File: config.mk
export PLATFORM = sky130hd
export DESIGN_NAME = qrs_div_cell
export DESIGN_NICKNAME = d
export VERILOG_FILES = /design/src/qrs_div_cell.sv
export SDC_FILE = /design/constraint.sdc
export NUM_CORES = 1
export LEC_CHECK = 0
export ABC_AREA = 1
export BUFFER_PORTS_ARGS = -buffer_cell sky130_fd_sc_hd__buf_4
export CAP_MARGIN = 20
export CELL_PAD_IN_SITES_DETAIL_PLACEMENT = 0
export CELL_PAD_IN_SITES_GLOBAL_PLACEMENT = 1
export CORE_MARGIN = 2
export CORE_UTILIZATION = 33
export CTS_CLUSTER_DIAMETER = 60
export DETAILED_ROUTE_END_ITERATION = 8
export PLACE_DENSITY = 0.86
export SKIP_LAST_GASP = 1
export SLEW_MARGIN = 20
export SYNTH_ARGS = -nofsm -noshare
export SYNTH_HDL_FRONTEND = slang
export SYNTH_SLANG_ARGS = --single-unit
File: constraint.sdc
create_clock -name clock -period 2.45 [get_ports clock]
set_clock_uncertainty 0.1 [all_clocks]
set_input_delay 0.245 -clock clock [delete_from_list [all_inputs] [get_ports clock]]
set_output_delay 0.245 -clock clock [all_outputs]
set_load 0.02 [all_outputs]
File: src/qrs_div_cell.sv
// ----------------------------------------------------------------------------
// qrs_div_cell: one stage of a restoring divider lane pair
// produces one quotient bit for each of two numerators sharing a divisor
// ----------------------------------------------------------------------------
module qrs_div_cell #(
   parameter int NUM_WIDTH = 64,
   parameter int DEN_WIDTH = 33,
   parameter int PASS_WIDTH = 8
) (
   input  logic                  clock,
   input  logic [DEN_WIDTH-1:0]  den_in,
   input  logic [NUM_WIDTH-1:0]  num1_in,
   input  logic [DEN_WIDTH:0]    rem1_in,
   input  logic [NUM_WIDTH-1:0]  num2_in,
   input  logic [DEN_WIDTH:0]    rem2_in,
   input  logic [PASS_WIDTH-1:0] pass_in,
   output logic [DEN_WIDTH-1:0]  den_out,
   output logic [NUM_WIDTH-1:0]  num1_out,
   output logic [DEN_WIDTH:0]    rem1_out,
   output logic [NUM_WIDTH-1:0]  num2_out,
   output logic [DEN_WIDTH:0]    rem2_out,
   output logic [PASS_WIDTH-1:0] pass_out
);

   // numerator register shifts left: msb feeds the remainder, quotient bit enters lsb
   logic [DEN_WIDTH:0]    t1, t2;
   logic [DEN_WIDTH-1:0]  den_ff;
   logic [NUM_WIDTH-1:0]  num1_ff, num2_ff;
   logic [DEN_WIDTH:0]    rem1_ff, rem2_ff;
   logic [PASS_WIDTH-1:0] pass_ff;

   assign t1 = {rem1_in[DEN_WIDTH-1:0], num1_in[NUM_WIDTH-1]};
   assign t2 = {rem2_in[DEN_WIDTH-1:0], num2_in[NUM_WIDTH-1]};

   always_ff @(posedge clock) begin
      den_ff  <= den_in;
      pass_ff <= pass_in;
      if (t1 >= {1'b0, den_in}) begin
         rem1_ff <= t1 - {1'b0, den_in};
         num1_ff <= {num1_in[NUM_WIDTH-2:0], 1'b1};
      end else begin
         rem1_ff <= t1;
         num1_ff <= {num1_in[NUM_WIDTH-2:0], 1'b0};
      end
      if (t2 >= {1'b0, den_in}) begin
         rem2_ff <= t2 - {1'b0, den_in};
         num2_ff <= {num2_in[NUM_WIDTH-2:0], 1'b1};
      end else begin
         rem2_ff <= t2;
         num2_ff <= {num2_in[NUM_WIDTH-2:0], 1'b0};
      end
   end

   assign den_out  = den_ff;
   assign num1_out = num1_ff;
   assign rem1_out = rem1_ff;
   assign num2_out = num2_ff;
   assign rem2_out = rem2_ff;
   assign pass_out = pass_ff;

endmodule

==> out/qor.yml <==
firstDrtPassIters: 7
wl_mm: 48.0
n_fill_cell: 2975
clock_sinks: 237
synthToLayoutAreaGrowth_pct: 71.8
synth_area_leaders: "dfxtp_1 44%, nand2_1 20%, inv_1 8.4%, ha_1 7.6%, nand3_1 3.6%"
io_pins: 475
hold_viol: 0
stdcell_area_sq_um: 18700
dieHeight_microns: 186
switching_power_mw: 3.99
p_leak_nw: 10.0
power_density_nw_per_um2: 670
cts_buffers: 31
root_buffer: "clkbuf_16"
wl_per_cell_microns: 17.4
setup_viol: 0
yosys.area.top_type_share_pct: 43.6
fin_crit_ns: 2.35
syn_inst: 1522
clkTransAtPathRegs_ns: 0.07
hold_path_class: "input port to register"
place_congestion: 0.938
timing.critical_path.arrival_ns: 2.69
synth_warnings: 0
cp-end-kind: "register"
outcome: "finished clean"
start_util_pct: 33.5
grt_max_degree: 24
place_hpwl_mm: 36.1
first_iter_violations: 644
cts_tree: "done"
drive_gt1_share_pct: 26.3
register_area_sq_um: 4740
p_seq_share_pct: 34.8
p_comb_share_pct: 28.0
die_area_sq_um: 34500
clock.fmax_mhz: 425
antenna_found_initial: 4
cp_max_fo: 11
intPower_mw: 8.54
drcViolationCount: 0
power_mw: 12.5
core_sq_um: 32500
rsz0062_at_grt: "true"
max_slew_margin_pct: 76.3
maxCapViolations: 0
ir_drop_v: 0.000509
grt_overflow: 0
viasPerCell: 4.41
synth_top_area_cell: "dfxtp_1"
synth-seq-area-share_pct: 43.6
clkPwrFrac_pct: 37.2
mostFrequentLayoutCell: "nand2_1"
synth_nets: 1828
start_kind: "input port"
grt_pass1_vias: 12506
dpl_cell_area_sq_um: 15200
multi_input_area_sq_um: 5080
swShare_pct: 31.8
worst_slew_pin_slew_ns: 0.352
grt_pass1_wl_mm: 70.0
nets: 2596
ant_nets: 0
syn_area_sq_um: 10900
grt_usage_pct: 26.9
cts_buffer_depth: 3
fin_crit_sh_pct: 96.1
htree_num_levels: 1
num_vias: 12175
io_buffer_count: 472
ys_ff_latch: 237
dieWidth_microns: 186
yosysUniqueCellTypes: 35
cp.required_ns: 2.79
drv_slew: 0
final_cell_mix: "590 x nand2_1, 504 x buf_4, 245 x inv_1"
path_class: "input port to register"
rows: 66
avgSynthCellArea_sq_um: 7.15
-- per-layer routing --
layer / vias to the layer above / track usage (%) / share of wire [%]
li1: 6196 / - / -
met1: 5470 / 31.3 / 41
met2: 419 / 48.6 / 49
met3: 90 / 4.83 / 6.1
met4: 0 / 10.7 / 3.7
met5: - / 0 / 0
-- what timing repair did --
item,in CTS,in global routing
gates resized for setup,0,11
hold buffers,235,0
buffers inserted,0,0
endpoints found under the setup margin,0,60
hold endpoints to repair,235,0
-- cells by family after synthesis --
group	Yosys count	synth area share [%]
AOI/OAI and AO/OA	77	3.79
xor gates and xnor gates	30	2.41
adders and majority gates	68	7.95
buffers and inverters	268	9.98
DFF	237	43.6
and+or+nand+nor	842	32.3
-- area by class of cell --
type,count,share of cell area (%)
timing repair buffer,747,33.6
clock buffer,40,4.65
tap,442,2.96
inverter,256,5.16
multi-input combinational,1017,27.2
sequential,237,25.4
clock inverter,15,1.08
antenna,4,0.0535
-- registers in the layout, summed over array words and instances, names as in the netlist --
register and flops:
den_out 33, rem1_out 34, num1_out 64, pass_out 8, num2_out 64, rem2_out 34
-- metrics by stage --
step	instances	setup WS, ns	hold WS (ns)	utilization, %	setup TNS (ns)
3_3_place_gp	2464	0.0597	0.250	46.8	0
5_1_grt	2758	-0.0989	0.208	57.5	-3.00
3_5_place_dp	2464	0.0633	0.250	46.8	0
4_1_cts	2754	0.0947	0.195	57.4	0
6_report	2758	0.0957	0.220	57.5	0
2_1_floorplan	1522	0.538	0.173	-	0
-- worst max-delay path, stage by stage --
cell and delay, ns:
dlygate4sd3_1 0.56, buf_4 0.12, inv_1 0.11, ha_1 0.34, nand2_1 0.13, nor2_2 0.17, inv_2 0.07, nor2_2 0.11
nand2_1 0.07, nor2_1 0.14, nand2_1 0.08, inv_2 0.07, nor2_4 0.05, nand2_8 0.12, inv_4 0.07, buf_12 0.14
nand2_1 0.05, nand2_1 0.06
-- synth_stat cells, drive strengths merged --
cell and n:
ha 66, o21ai 17, or2 4, nor4 5, clkinv 1, fa 2, nand3 82, xnor2 3
nor2 105, inv 255, and2 2, buf 12, nand2 602, nor3 11, o21bai 6, nand4 13
dfxtp 237, xor2 27, a21o 2, nand3b 18, a21oi 52
-- worst paths after layout --
check,cells past startpoint,end,startpoint
setup / recovery,18,rem2_out[5]$_DFF_P_,den_in[15]
hold / removal,2,num2_out[52]$_DFF_P_,num2_in[51]
-- power by group through the flow --
stage               Combinational, mW  Sequential (mW)  Clock, mW
global route                     3.79             4.39       4.90
finish                           3.51             4.37       4.66
CTS                              3.47             4.36       4.70
floorplan                        1.21             4.89          0
detailed placement               3.14             4.43          0
global placement                 3.12             4.43          0
Note: power is estimated with default switching activity, not from simulation.
