### src/qrs_sqrt_cell.sv
// ----------------------------------------------------------------------------
// qrs_sqrt_cell: one stage of the restoring square root
// decides one root bit from two radicand bits per cycle
// ----------------------------------------------------------------------------
module qrs_sqrt_cell #(
   parameter int RAD_WIDTH = 96,
   parameter int ROOT_WIDTH = 48,
   parameter int PASS_WIDTH = 64
) (
   input  logic                  clock,
   input  logic [RAD_WIDTH-1:0]  rad_in,
   input  logic [ROOT_WIDTH+1:0] rem_in,
   input  logic [ROOT_WIDTH-1:0] root_in,
   input  logic [PASS_WIDTH-1:0] pass_in,
   output logic [RAD_WIDTH-1:0]  rad_out,
   output logic [ROOT_WIDTH+1:0] rem_out,
   output logic [ROOT_WIDTH-1:0] root_out,
   output logic [PASS_WIDTH-1:0] pass_out
);

   logic [ROOT_WIDTH+1:0] trial;
   logic [ROOT_WIDTH+1:0] cand;
   logic [RAD_WIDTH-1:0]  rad_ff;
   logic [ROOT_WIDTH+1:0] rem_ff;
   logic [ROOT_WIDTH-1:0] root_ff;
   logic [PASS_WIDTH-1:0] pass_ff;

   // shift in the next two radicand bits, try root*4+1
   assign trial = {rem_in[ROOT_WIDTH-1:0], rad_in[RAD_WIDTH-1 -: 2]};
   assign cand  = {root_in, 2'b01};

   always_ff @(posedge clock) begin
      rad_ff  <= {rad_in[RAD_WIDTH-3:0], 2'b00};
      pass_ff <= pass_in;
      if (trial >= cand) begin
         rem_ff  <= trial - cand;
         root_ff <= {root_in[ROOT_WIDTH-2:0], 1'b1};
      end else begin
         rem_ff  <= trial;
         root_ff <= {root_in[ROOT_WIDTH-2:0], 1'b0};
      end
   end

   assign rad_out  = rad_ff;
   assign rem_out  = rem_ff;
   assign root_out = root_ff;
   assign pass_out = pass_ff;

endmodule

### config.mk
export PLATFORM = sky130hd
export DESIGN_NAME = qrs_sqrt_cell
export DESIGN_NICKNAME = d
export VERILOG_FILES = /design/src/qrs_sqrt_cell.sv
export SDC_FILE = /design/constraint.sdc
export NUM_CORES = 1
export LEC_CHECK = 0
export BUFFER_PORTS_ARGS = -buffer_cell sky130_fd_sc_hd__buf_2
export CAP_MARGIN = 20
export CELL_PAD_IN_SITES_DETAIL_PLACEMENT = 1
export CELL_PAD_IN_SITES_GLOBAL_PLACEMENT = 1
export CORE_AREA = 5 5 200 202
export CTS_BUF_LIST = sky130_fd_sc_hd__clkbuf_8
export CTS_CLUSTER_DIAMETER = 120
export DETAILED_ROUTE_END_ITERATION = 8
export DIE_AREA = 0 0 205 207
export HOLD_SLACK_MARGIN = 0.1
export PLACE_DENSITY = 0.69
export SETUP_SLACK_MARGIN = 0.4
export SLEW_MARGIN = 25
export SYNTH_ARGS = -nofsm -noshare
export SYNTH_HDL_FRONTEND = slang
export SYNTH_SLANG_ARGS = --single-unit
### constraint.sdc
create_clock -name clock -period 4 [get_ports clock]
set_input_delay 0.4 -clock clock [delete_from_list [all_inputs] [get_ports clock]]
set_output_delay 0.4 -clock clock [all_outputs]
set_load 0.005 [all_outputs]
==> impl_results.md, run 1 <==
- Status: completed
- Clk buf depth: 3
- Combinational share of power: 21.1%
- Buffers plus inverters on the worst setup path: 4
- DRT Pass-1 Iters: 4
- Async S/R FF share, synth: 0%
- Combinational family with the most area after synthesis: compound AO/OA/AOI/OAI gates
- Drt drc: 0
- Final-report setup violation count: 0
- Die span in y: 207 µm
- Cell area after synthesis: 9170 µm²
- #FFs+latches synth: 256
- Sequential share of power: 39.8%
- Number of max-cap violations: 0
- Worst hold path type: input port to register
- Cells after DPL: 1839
- Placed Area: 12300 µm²
- Leak: 0.00785 µW
- Initial antenna violation count: 12
- Port buffer count: 512
- Compound-cell area share of the yosys netlist: 12.1%
- Netlist cell types: 56
- Initial Util: 24.1%
- Num CTS Buffers: 45
- Congestion Overflow GR: 0
- Hold Violations, Final: 0
- Synth Area in Simple Gates: 8.30%
- Root Driver: clkbuf_8
- Post-synth EDFFs: 0
- Total of fill cells in the finished design: 4382
- RSZ-0062 raised after global routing: false
- Crit path kind: input port to register
- Worst path required time: 4.48 ns
- Final worst setup slack: 0.487 ns
- Levels on crit path: 14
- Yosys warnings: 0
- Least-Margin Pin Slew: 0.604 ns
- H-tree depth: 2
- Worst setup startpoint: root_in[5]
- First-pass GRT wire length: 69600 µm
- CTS tree: done
- P_sw: 2010 µW
- Die ar.: 42400 µm²
- Crit end category: register
- Ys flop type: dfxtp_1
- Pwr dens: 441 nW/µm²
- WL/cell: 22.2 µm
- CP cell instances: dlygate4sd3_1 -> buf_2 -> inv_1 -> ha_1 -> nand2_1 -> or3_4 -> a2111o_1 -> a31oi_4 -> o21ai_4 -> o31ai_4 -> a21oi_4 -> nor2_8 -> clkbuf_16 -> mux2_4
- VDD IR max: 269 µV
- Io pins: 517
- Register area share after synthesis: 55.9%
- Die width: 205 µm
- Part of the cycle the worst path needs: 87.8%
- Hold depth: 3
- Pwr Total: 7070 µW
- Clock period minus worst slack: 3.51 ns
- Fraction of layout cells with a size suffix above 1: 40.2%
- Clk slew on worst S/H paths: 0.06 ns
- Slew Limit Fails: 0
- Layout area overhead: 74.7%
- Setup TNS: 0 ns
- DRT antenna net count: 0
- Crit-path max cell delay: 0.53 ns
- RePlAce Congestion: 0.873
- Area of the multi-input gates: 3650 µm²
- Fin area: 16000 µm²
- Fmax: 285 MHz
- Syn Inst Count: 823
- CP max-delay cell: dlygate4sd3_1
- Clk pwr share: 39.2%
- Post-DP HPWL: 32900 µm
- Post-route insts no fill: 2189
- Mux cell area share after synthesis: 7.75%
- Number of global-route vias before repair: 10900
- Iteration-0 DRC Markers: 339
- Rel. slew slack: 59.3%
- Core footprint: 38100 µm²
- Family with the most delay on the worst path: compound AO/OA/AOI/OAI gates
- Synthesized area per cell: 11.1 µm²
- Critical path arrival: 3.99 ns
- Core Rows: 72
- Adder-cell area share of the yosys netlist: 6.82%
- Internal power: 5060 µW
- Pre-CTS WS: 0.227 ns
- Crit Path Max Fanout: 7
- Vias per cell: 4.34
- Global Route Usage Sum: 21.6%
- Net Sw Frac: 28.4%
- Layout Nets: 1934
- CTS sink cnt: 256
- Routed via count: 9507
- Largest net degree at the start of global routing: 29
- Detailed Route WL: 48500 µm
- Critical Path Start Type: input port
- Critical path destination: rem_out[28]
- Sequential cell area: 5120 µm²
- Xor/xnor share of the synthesized area: 4.20%
[logic make-up (layout without fill, tap and decap cells)]
kind of cell / Yosys count / after routing
multiplexers: 48 / 48
buffers and inverters: 96 / 933
adder cells (fa/ha/maj): 50 / 50
AND/OR/NAND/NOR: 152 / 152
flip-flops: 256 / 256
XOR/XNOR: 44 / 44
AO/OA/AOI/OAI: 176 / 176
other: 1 / 12
[synthesized netlist by cell type, drive strengths merged (3+ instances only)]
library cell / instances / share of area, %
a21boi: 4 / 0.33
a21o: 19 / 1.6
a21oi: 66 / 3.6
a31oi: 13 / 1.1
and2: 7 / 0.48
and3: 11 / 0.75
buf: 9 / 1.4
clkbuf: 20 / 0.82
dfxtp: 256 / 56
ha: 50 / 6.8
inv: 67 / 2.7
mux2: 46 / 7.5
nand2: 43 / 1.8
nand2b: 4 / 0.27
nand3: 17 / 0.93
nand4: 13 / 0.89
nor2: 31 / 1.4
nor2b: 3 / 0.20
nor3: 13 / 0.71
o211ai: 8 / 0.65
o21a: 5 / 0.41
o21ai: 35 / 2.0
o21bai: 8 / 0.65
o31ai: 3 / 0.40
xnor2: 27 / 2.6
xor2: 17 / 1.6
[power by group through the flow]
stage | Clock, µW | Combinational [µW] | Sequential, µW
3_3_place_gp | 0 | 1190 | 2850
5_1_grt | 2960 | 1600 | 2830
6_report | 2770 | 1490 | 2810
3_5_place_dp | 0 | 1210 | 2850
2_1_floorplan | 0 | 626 | 2880
4_1_cts | 2810 | 1420 | 2800
[sequential cells by signal, summed over array words and instances (netlist names)]
signal / cells
rad_out: 94
rem_out: 50
root_out: 48
pass_out: 64
[layout by cell type, fill, tap and decap left out, types with 5 or more instances in the layout]
cell / count
buf_2: 512
dfxtp_1: 256
dlygate4sd3_1: 251
inv_1: 73
a21oi_1: 65
clkbuf_8: 60
ha_1: 47
mux2_4: 46
nand2_1: 43
o21ai_0: 32
nor2_1: 30
xnor2_1: 27
a21o_1: 19
nand3_1: 17
xor2_1: 17
buf_4: 14
nand4_1: 13
nor3_1: 13
a31oi_1: 12
and3_1: 11
diode_2: 10
clkinv_2: 10
o211ai_1: 8
o21bai_1: 8
and2_1: 7
o21a_1: 5
[worst min path at each step]
stage                             end  startpoint
final                      rem_out[1]  rad_in[95]
after global routing       rem_out[1]  rad_in[95]
after CTS                  rem_out[1]  rad_in[95]
after detailed placement  rad_out[11]   rad_in[9]
after global placement    rad_out[85]  rad_in[83]
after floorplan           pass_out[0]  pass_in[0]
[per-layer routing]
metal	part of all wire [%]	up-vias	wire (µm)	GRT usage, %
met5	0.076	-	37	0
met4	6.3	6	3070	13.4
met3	6.6	142	3220	5.90
met2	52	397	25200	39.5
met1	35	4522	17000	21.4
li1	-	4440	-	-
[stage by stage]
| step | utilization [%] | hold WS (ns) |
|---|---|---|
| 3_3_place_gp | 32.3 | 0.502 |
| 4_1_cts | 41.6 | 0.105 |
| 2_1_floorplan | - | 0.428 |
| 6_report | 42.0 | 0.168 |
| 5_1_grt | 42.0 | 0.134 |
| 3_5_place_dp | 32.3 | 0.504 |
[cell type report]
cell class | count | area share (%)
clock buffer | 60 | 5.16
timing repair buffer | 783 | 33.0
multi-input combinational | 472 | 22.8
tap | 518 | 4.05
inverter | 67 | 1.57
sequential | 256 | 32.0
antenna | 10 | 0.156
clock inverter | 23 | 1.24
[repair_timing]
action / in CTS / in global routing
hold buffers: 251 / 0
resized for setup: 0 / 14
hold endpoints to repair: 251 / 0
endpoints found under the setup margin: 0 / 46
buffers inserted: 0 / 3
Power figures use the tool's default switching activity.
==> run 2, diff against run 1 <==
- CORE_AREA: 5 5 200 202 -> 2 2 203 205
- PLACE_DENSITY: 0.69 -> 0.64
==> impl_results.md, run 2 (synthesized netlist as in run 1, its figures left out) <==
- Hold_sp: rem_in[43]
- Die ar.: 42400 µm²
- Part of the cycle the worst path needs: 87.4%
- Post-DP HPWL: 31400 µm
- Worst hold path type: input port to register
- Routed via count: 9306
- Root Driver: clkbuf_8
- Detailed Route WL: 44900 µm
- Pwr dens: 439 nW/µm²
- Crit path kind: input port to register
- Congestion Overflow GR: 0
- Commonest non-fill, non-tap cell in the layout: buf_2
- Commonest cells after routing, fill and taps aside: buf_2 (512), dfxtp_1 (256), dlygate4sd3_1 (254)
- Net Sw Frac: 27.7%
- DRT Pass-1 Iters: 4
- Met3 routed WL: 2660 µm
- Critical path arrival: 3.97 ns
- Hold depth: 3
- Critical Path Start Type: input port
- Routed met2 length: 22800 µm
- CTS tree: done
- Hold Violations, Final: 0
- Least-Margin Pin Slew: 0.515 ns
- Initial Util: 22.7%
- Uppermost layer routed: met4
- Clk pwr share: 39.2%
- VDD IR max: 199 µV
- Internal power: 5050 µW
- Worst path required time: 4.47 ns
- H-tree depth: 2
- Status: completed
- Min-Delay Endpoint: rem_out[45]
- Clock period minus worst slack: 3.50 ns
- Combinational share of power: 20.6%
- Fmax: 286 MHz
- DRT antenna net count: 0
- Die width: 205 µm
- First-pass GRT wire length: 65900 µm
- Met1 wire length: 16800 µm
- Number of global-route vias before repair: 10700
- Worst hold margin: 0.219 ns
- P_sw: 1930 µW
- Number of max-cap violations: 0
- CTS sink cnt: 256
- Rel. slew slack: 65.7%
- Iteration-0 DRC Markers: 309
- Layout Nets: 1931
- Clk buf depth: 3
- Port buffer count: 512
- Final-report setup violation count: 0
- Sequential share of power: 40.3%
- Crit Path Max Fanout: 15
- Core footprint: 40400 µm²
- Drt drc: 0
- Largest net degree at the start of global routing: 19
- Num CTS Buffers: 47
- Clk slew on worst S/H paths: 0.06 ns
- Crit end category: register
- Max reg flops: 94
- Slew Limit Fails: 0
- Layout area overhead: 73.4%
- RSZ-0062 raised after global routing: true
- WL/cell: 20.5 µm
- Setup TNS: 0 ns
- RePlAce Congestion: 0.853
- Global Route Usage Sum: 20.6%
- Fraction of layout cells with a size suffix above 1: 39.4%
- Initial antenna violation count: 5
- Leak: 0.00781 µW
- Vias per cell: 4.24
- Io pins: 517
- Core Rows: 74
- Die span in y: 207 µm
==> run 2: layout make-up <==
type                            instances  area, µm²
Fill cell                            4680      24500
Timing Repair Buffer                  778       5230
Sequential cell                       256       5120
Multi-Input combinational cell        472       3600
Clock buffer                           57        785
Tap cell                              532        666
Inverter                               67        251
Clock inverter                         26        230
Antenna cell                            5       12.5
==> run 2: metal layers <==
metal	vias up	GRT usage (%)
met1	4432	21.4
li1	4418	-
met5	-	0
met4	0	12.4
met2	344	37.1
met3	112	4.99
==> run 2: power groups by stage <==
| stage | Combinational, µW | Clock (µW) | Sequential [µW] |
|---|---|---|---|
| 4_1_cts | 1420 | 2820 | 2800 |
| 2_1_floorplan | 626 | 0 | 2880 |
| 3_3_place_gp | 1190 | 0 | 2850 |
| 5_1_grt | 1560 | 2950 | 2820 |
| 6_report | 1430 | 2730 | 2810 |
| 3_5_place_dp | 1210 | 0 | 2850 |
==> run 2: what timing repair did <==
item | in CTS | in global routing
buffers inserted | 0 | 1
hold buffers | 254 | 0
gates resized for setup | 0 | 2
endpoints found under the hold margin | 254 | 0
endpoints found under the setup margin | 0 | 44
==> run 2: worst max-delay path, stage by stage <==
cell,delay (ns)
dlygate4sd3_1,0.54
buf_2,0.11
inv_1,0.05
ha_1,0.40
nand2_1,0.13
or3_4,0.40
a2111o_1,0.41
a31oi_4,0.26
o21ai_2,0.14
o31ai_4,0.22
a21oi_2,0.16
nor2_8,0.20
buf_12,0.20
mux2_4,0.32
==> run 2: metrics by stage <==
| step | utilization, % | cell area, µm² | total power (µW) | cells | setup WS [ns] |
|---|---|---|---|---|---|
| after floorplan | - | 9170 | 3510 | 824 | 0.799 |
| after global placement | 30.5 | 12300 | 4040 | 1850 | 0.338 |
| after detailed placement | 30.5 | 12300 | 4060 | 1850 | 0.272 |
| after CTS | 39.3 | 15900 | 7040 | 2187 | 0.479 |
| after global routing | 39.4 | 15900 | 7330 | 2193 | 0.348 |
| final | 39.4 | 15900 | 6970 | 2193 | 0.502 |
==> run 2: how the worst max path moves through the flow <==
stage                start          end  cells after the start
2_1_floorplan  root_in[10]  rem_out[10]                     13
3_3_place_gp    root_in[9]  rem_out[17]                     13
3_5_place_dp    root_in[9]  rem_out[19]                     13
4_1_cts         root_in[6]  rem_out[32]                     14
5_1_grt          rem_in[4]  rem_out[43]                     12
6_report        root_in[7]  rem_out[10]                     14
==> run 3, diff against run 2 <==
- ABC_AREA: not set -> 1
- CORE_AREA: 2 2 203 205 -> 2 2 199 201
- DIE_AREA: 0 0 205 207 -> 0 0 201 203
- PLACE_DENSITY: 0.64 -> 0.74
==> impl_results.md, run 3 <==
- Hold Violations, Final: 0
- Crit path kind: input port to register
- Layout area overhead: 62.5%
- Max reg flops: 94
- Critical Path Start Type: input port
- Port buffer count: 512
- Fraction of layout cells with a size suffix above 1: 28.8%
- Crit Path Max Fanout: 25
- Part of the cycle the worst path needs: 73.0%
- Routed via count: 11800
- Syn Inst Count: 1377
- RSZ-0062 raised after global routing: false
- DRT Pass-1 Iters: 4
- Most frequent CP cell: nand2_1
- Post-DP HPWL: 37300 µm
- Leak: 0.00937 µW
- Clock period minus worst slack: 2.92 ns
- Die width: 201 µm
- First-pass GRT wire length: 80900 µm
- Most common cell in the synthesized netlist: nand2_1
- Global Route Usage Sum: 26.1%
- WL/cell: 19.8 µm
- Commonest non-fill, non-tap cell in the layout: buf_2
- CP max-delay cell: dlygate4sd3_1
- VDD IR max: 262 µV
- Area share of the largest cell type after synthesis: 48.6%
- Crit end category: register
- Layout Nets: 2488
- Number of global-route vias before repair: 13400
- Post-route insts no fill: 2727
- Commonest cells after routing, fill and taps aside: buf_2 (512), nand2_1 (454), inv_1 (290)
- Num CTS Buffers: 44
- Cell area after synthesis: 10500 µm²
- H-tree depth: 2
- Root Driver: clkbuf_8
- Netlist cell types: 40
- Initial Util: 27.4%
- Family with the most delay on the worst path: simple AND/OR/NAND/NOR gates
- Ys flop type: dfxtp_1
- Status: completed
- Core footprint: 38500 µm²
- Register area share after synthesis: 48.6%
- Least-Margin Pin Slew: 0.534 ns
- Async S/R FF share, synth: 0%
- #FFs+latches synth: 256
- Fmax: 342 MHz
- Biggest area consumer among synthesized cells: dfxtp_1
- Crit-path max cell delay: 0.58 ns
- Clk slew on worst S/H paths: 0.06 ns
- Final-report setup violation count: 0
- Detailed Route WL: 54000 µm
- Top cells by area, synth: dfxtp_1 (49%), nand2_1 (16%), inv_1 (9.9%)
- CTS sink cnt: 256
- Core Rows: 72
- Number of max-cap violations: 0
- Vias per cell: 4.34
- Die ar.: 40800 µm²
- Initial antenna violation count: 5
- Die span in y: 203 µm
- Post-synth EDFFs: 0
- Synthesized area per cell: 7.66 µm²
- Most frequent cells after synthesis: nand2_1 (454), inv_1 (279), dfxtp_1 (256), nor2_1 (68), ha_1 (50)
- Worst hold path type: input port to register
- Congestion Overflow GR: 0
- Buffers plus inverters on the worst setup path: 3
- Cells after DPL: 2397
- Largest net degree at the start of global routing: 37
- Slew Limit Fails: 0
- Rel. slew slack: 64.3%
- CTS tree: done
- Drt drc: 0
- CP cell instances: dlygate4sd3_1 -> buf_2 -> ha_1 -> nand2_1 -> nor2_2 -> nand2_1 -> nor2_2 -> and3_1 -> nand2_4 -> nand3_4 -> buf_4 -> nand3_1 -> nand2_1
- Setup TNS: 0 ns
- RePlAce Congestion: 0.923
- Io pins: 517
- Yosys warnings: 0
- Critical path arrival: 3.47 ns
- Worst path required time: 4.55 ns
- Post-CTS sizing: 0
- Clk buf depth: 3
- Iteration-0 DRC Markers: 448
- Pwr dens: 401 nW/µm²
- DRT antenna net count: 0
## run 3: cell type report
| cell class | instances | area [µm²] |
|---|---|---|
| fillers | 4805 | 21300 |
| inverters | 286 | 1070 |
| clock inverters | 22 | 200 |
| clock buffers | 51 | 702 |
| diodes | 3 | 7.51 |
| repair buffers | 771 | 5140 |
| well taps | 518 | 648 |
| multi-input cells | 820 | 4230 |
| flip-flops and latches | 256 | 5120 |
## run 3: cell families (layout without fill, tap and decap cells)
| family | Yosys count | after routing | share of synthesized area [%] |
|---|---|---|---|
| AND/OR/NAND/NOR | 672 | 672 | 28.0 |
| buffers and inverters | 302 | 1130 | 11.3 |
| adder cells (fa/ha/maj) | 50 | 50 | 5.93 |
| flip-flops | 256 | 256 | 48.6 |
| XOR/XNOR | 28 | 28 | 2.33 |
| AO/OA/AOI/OAI | 68 | 68 | 3.76 |
| other | 1 | 5 | 0.0356 |
## run 3: path summary, 6_finish.rpt
check	depth (start not counted)	startpoint	slack (ns)	to
max	13	rem_in[18]	1.08	rem_out[43]
min	3	rad_in[95]	0.18	rem_out[1]
## run 3: through the flow
stage	cell area, µm²	hold WS (ns)	utilization [%]	power [µW]	setup WS (ns)
6_report	17100	0.176	44.5	6860	1.08
5_1_grt	17100	0.184	44.5	7220	0.867
4_1_cts	17100	0.128	44.5	6830	1.14
3_5_place_dp	13700	0.504	35.6	4120	1.02
3_3_place_gp	13700	0.502	35.6	4100	1.02
2_1_floorplan	10500	0.428	-	3510	1.92
## run 3: power breakdown
group | total, µW | leakage [µW] | switching, µW | internal, µW
Sequential | 2830 | 0.00216 | 71.3 | 2760
Clock | 2540 | 0.000506 | 1170 | 1370
Combinational | 1500 | 0.00671 | 852 | 646
Total | 6860 | 0.00937 | 2090 | 4770
## run 3: timing repair
item                       4_1_cts  5_1_grt
setup endpoints to repair        0        0
buffers inserted                 0        0
hold buffers                   254        0
hold endpoints to repair       254        0
## run 3: metal layers
layer	GRT usage (%)	wire, µm
met3	5.47	2800
met5	0	18
met2	48.4	27800
met4	12.9	2650
met1	28.1	20700
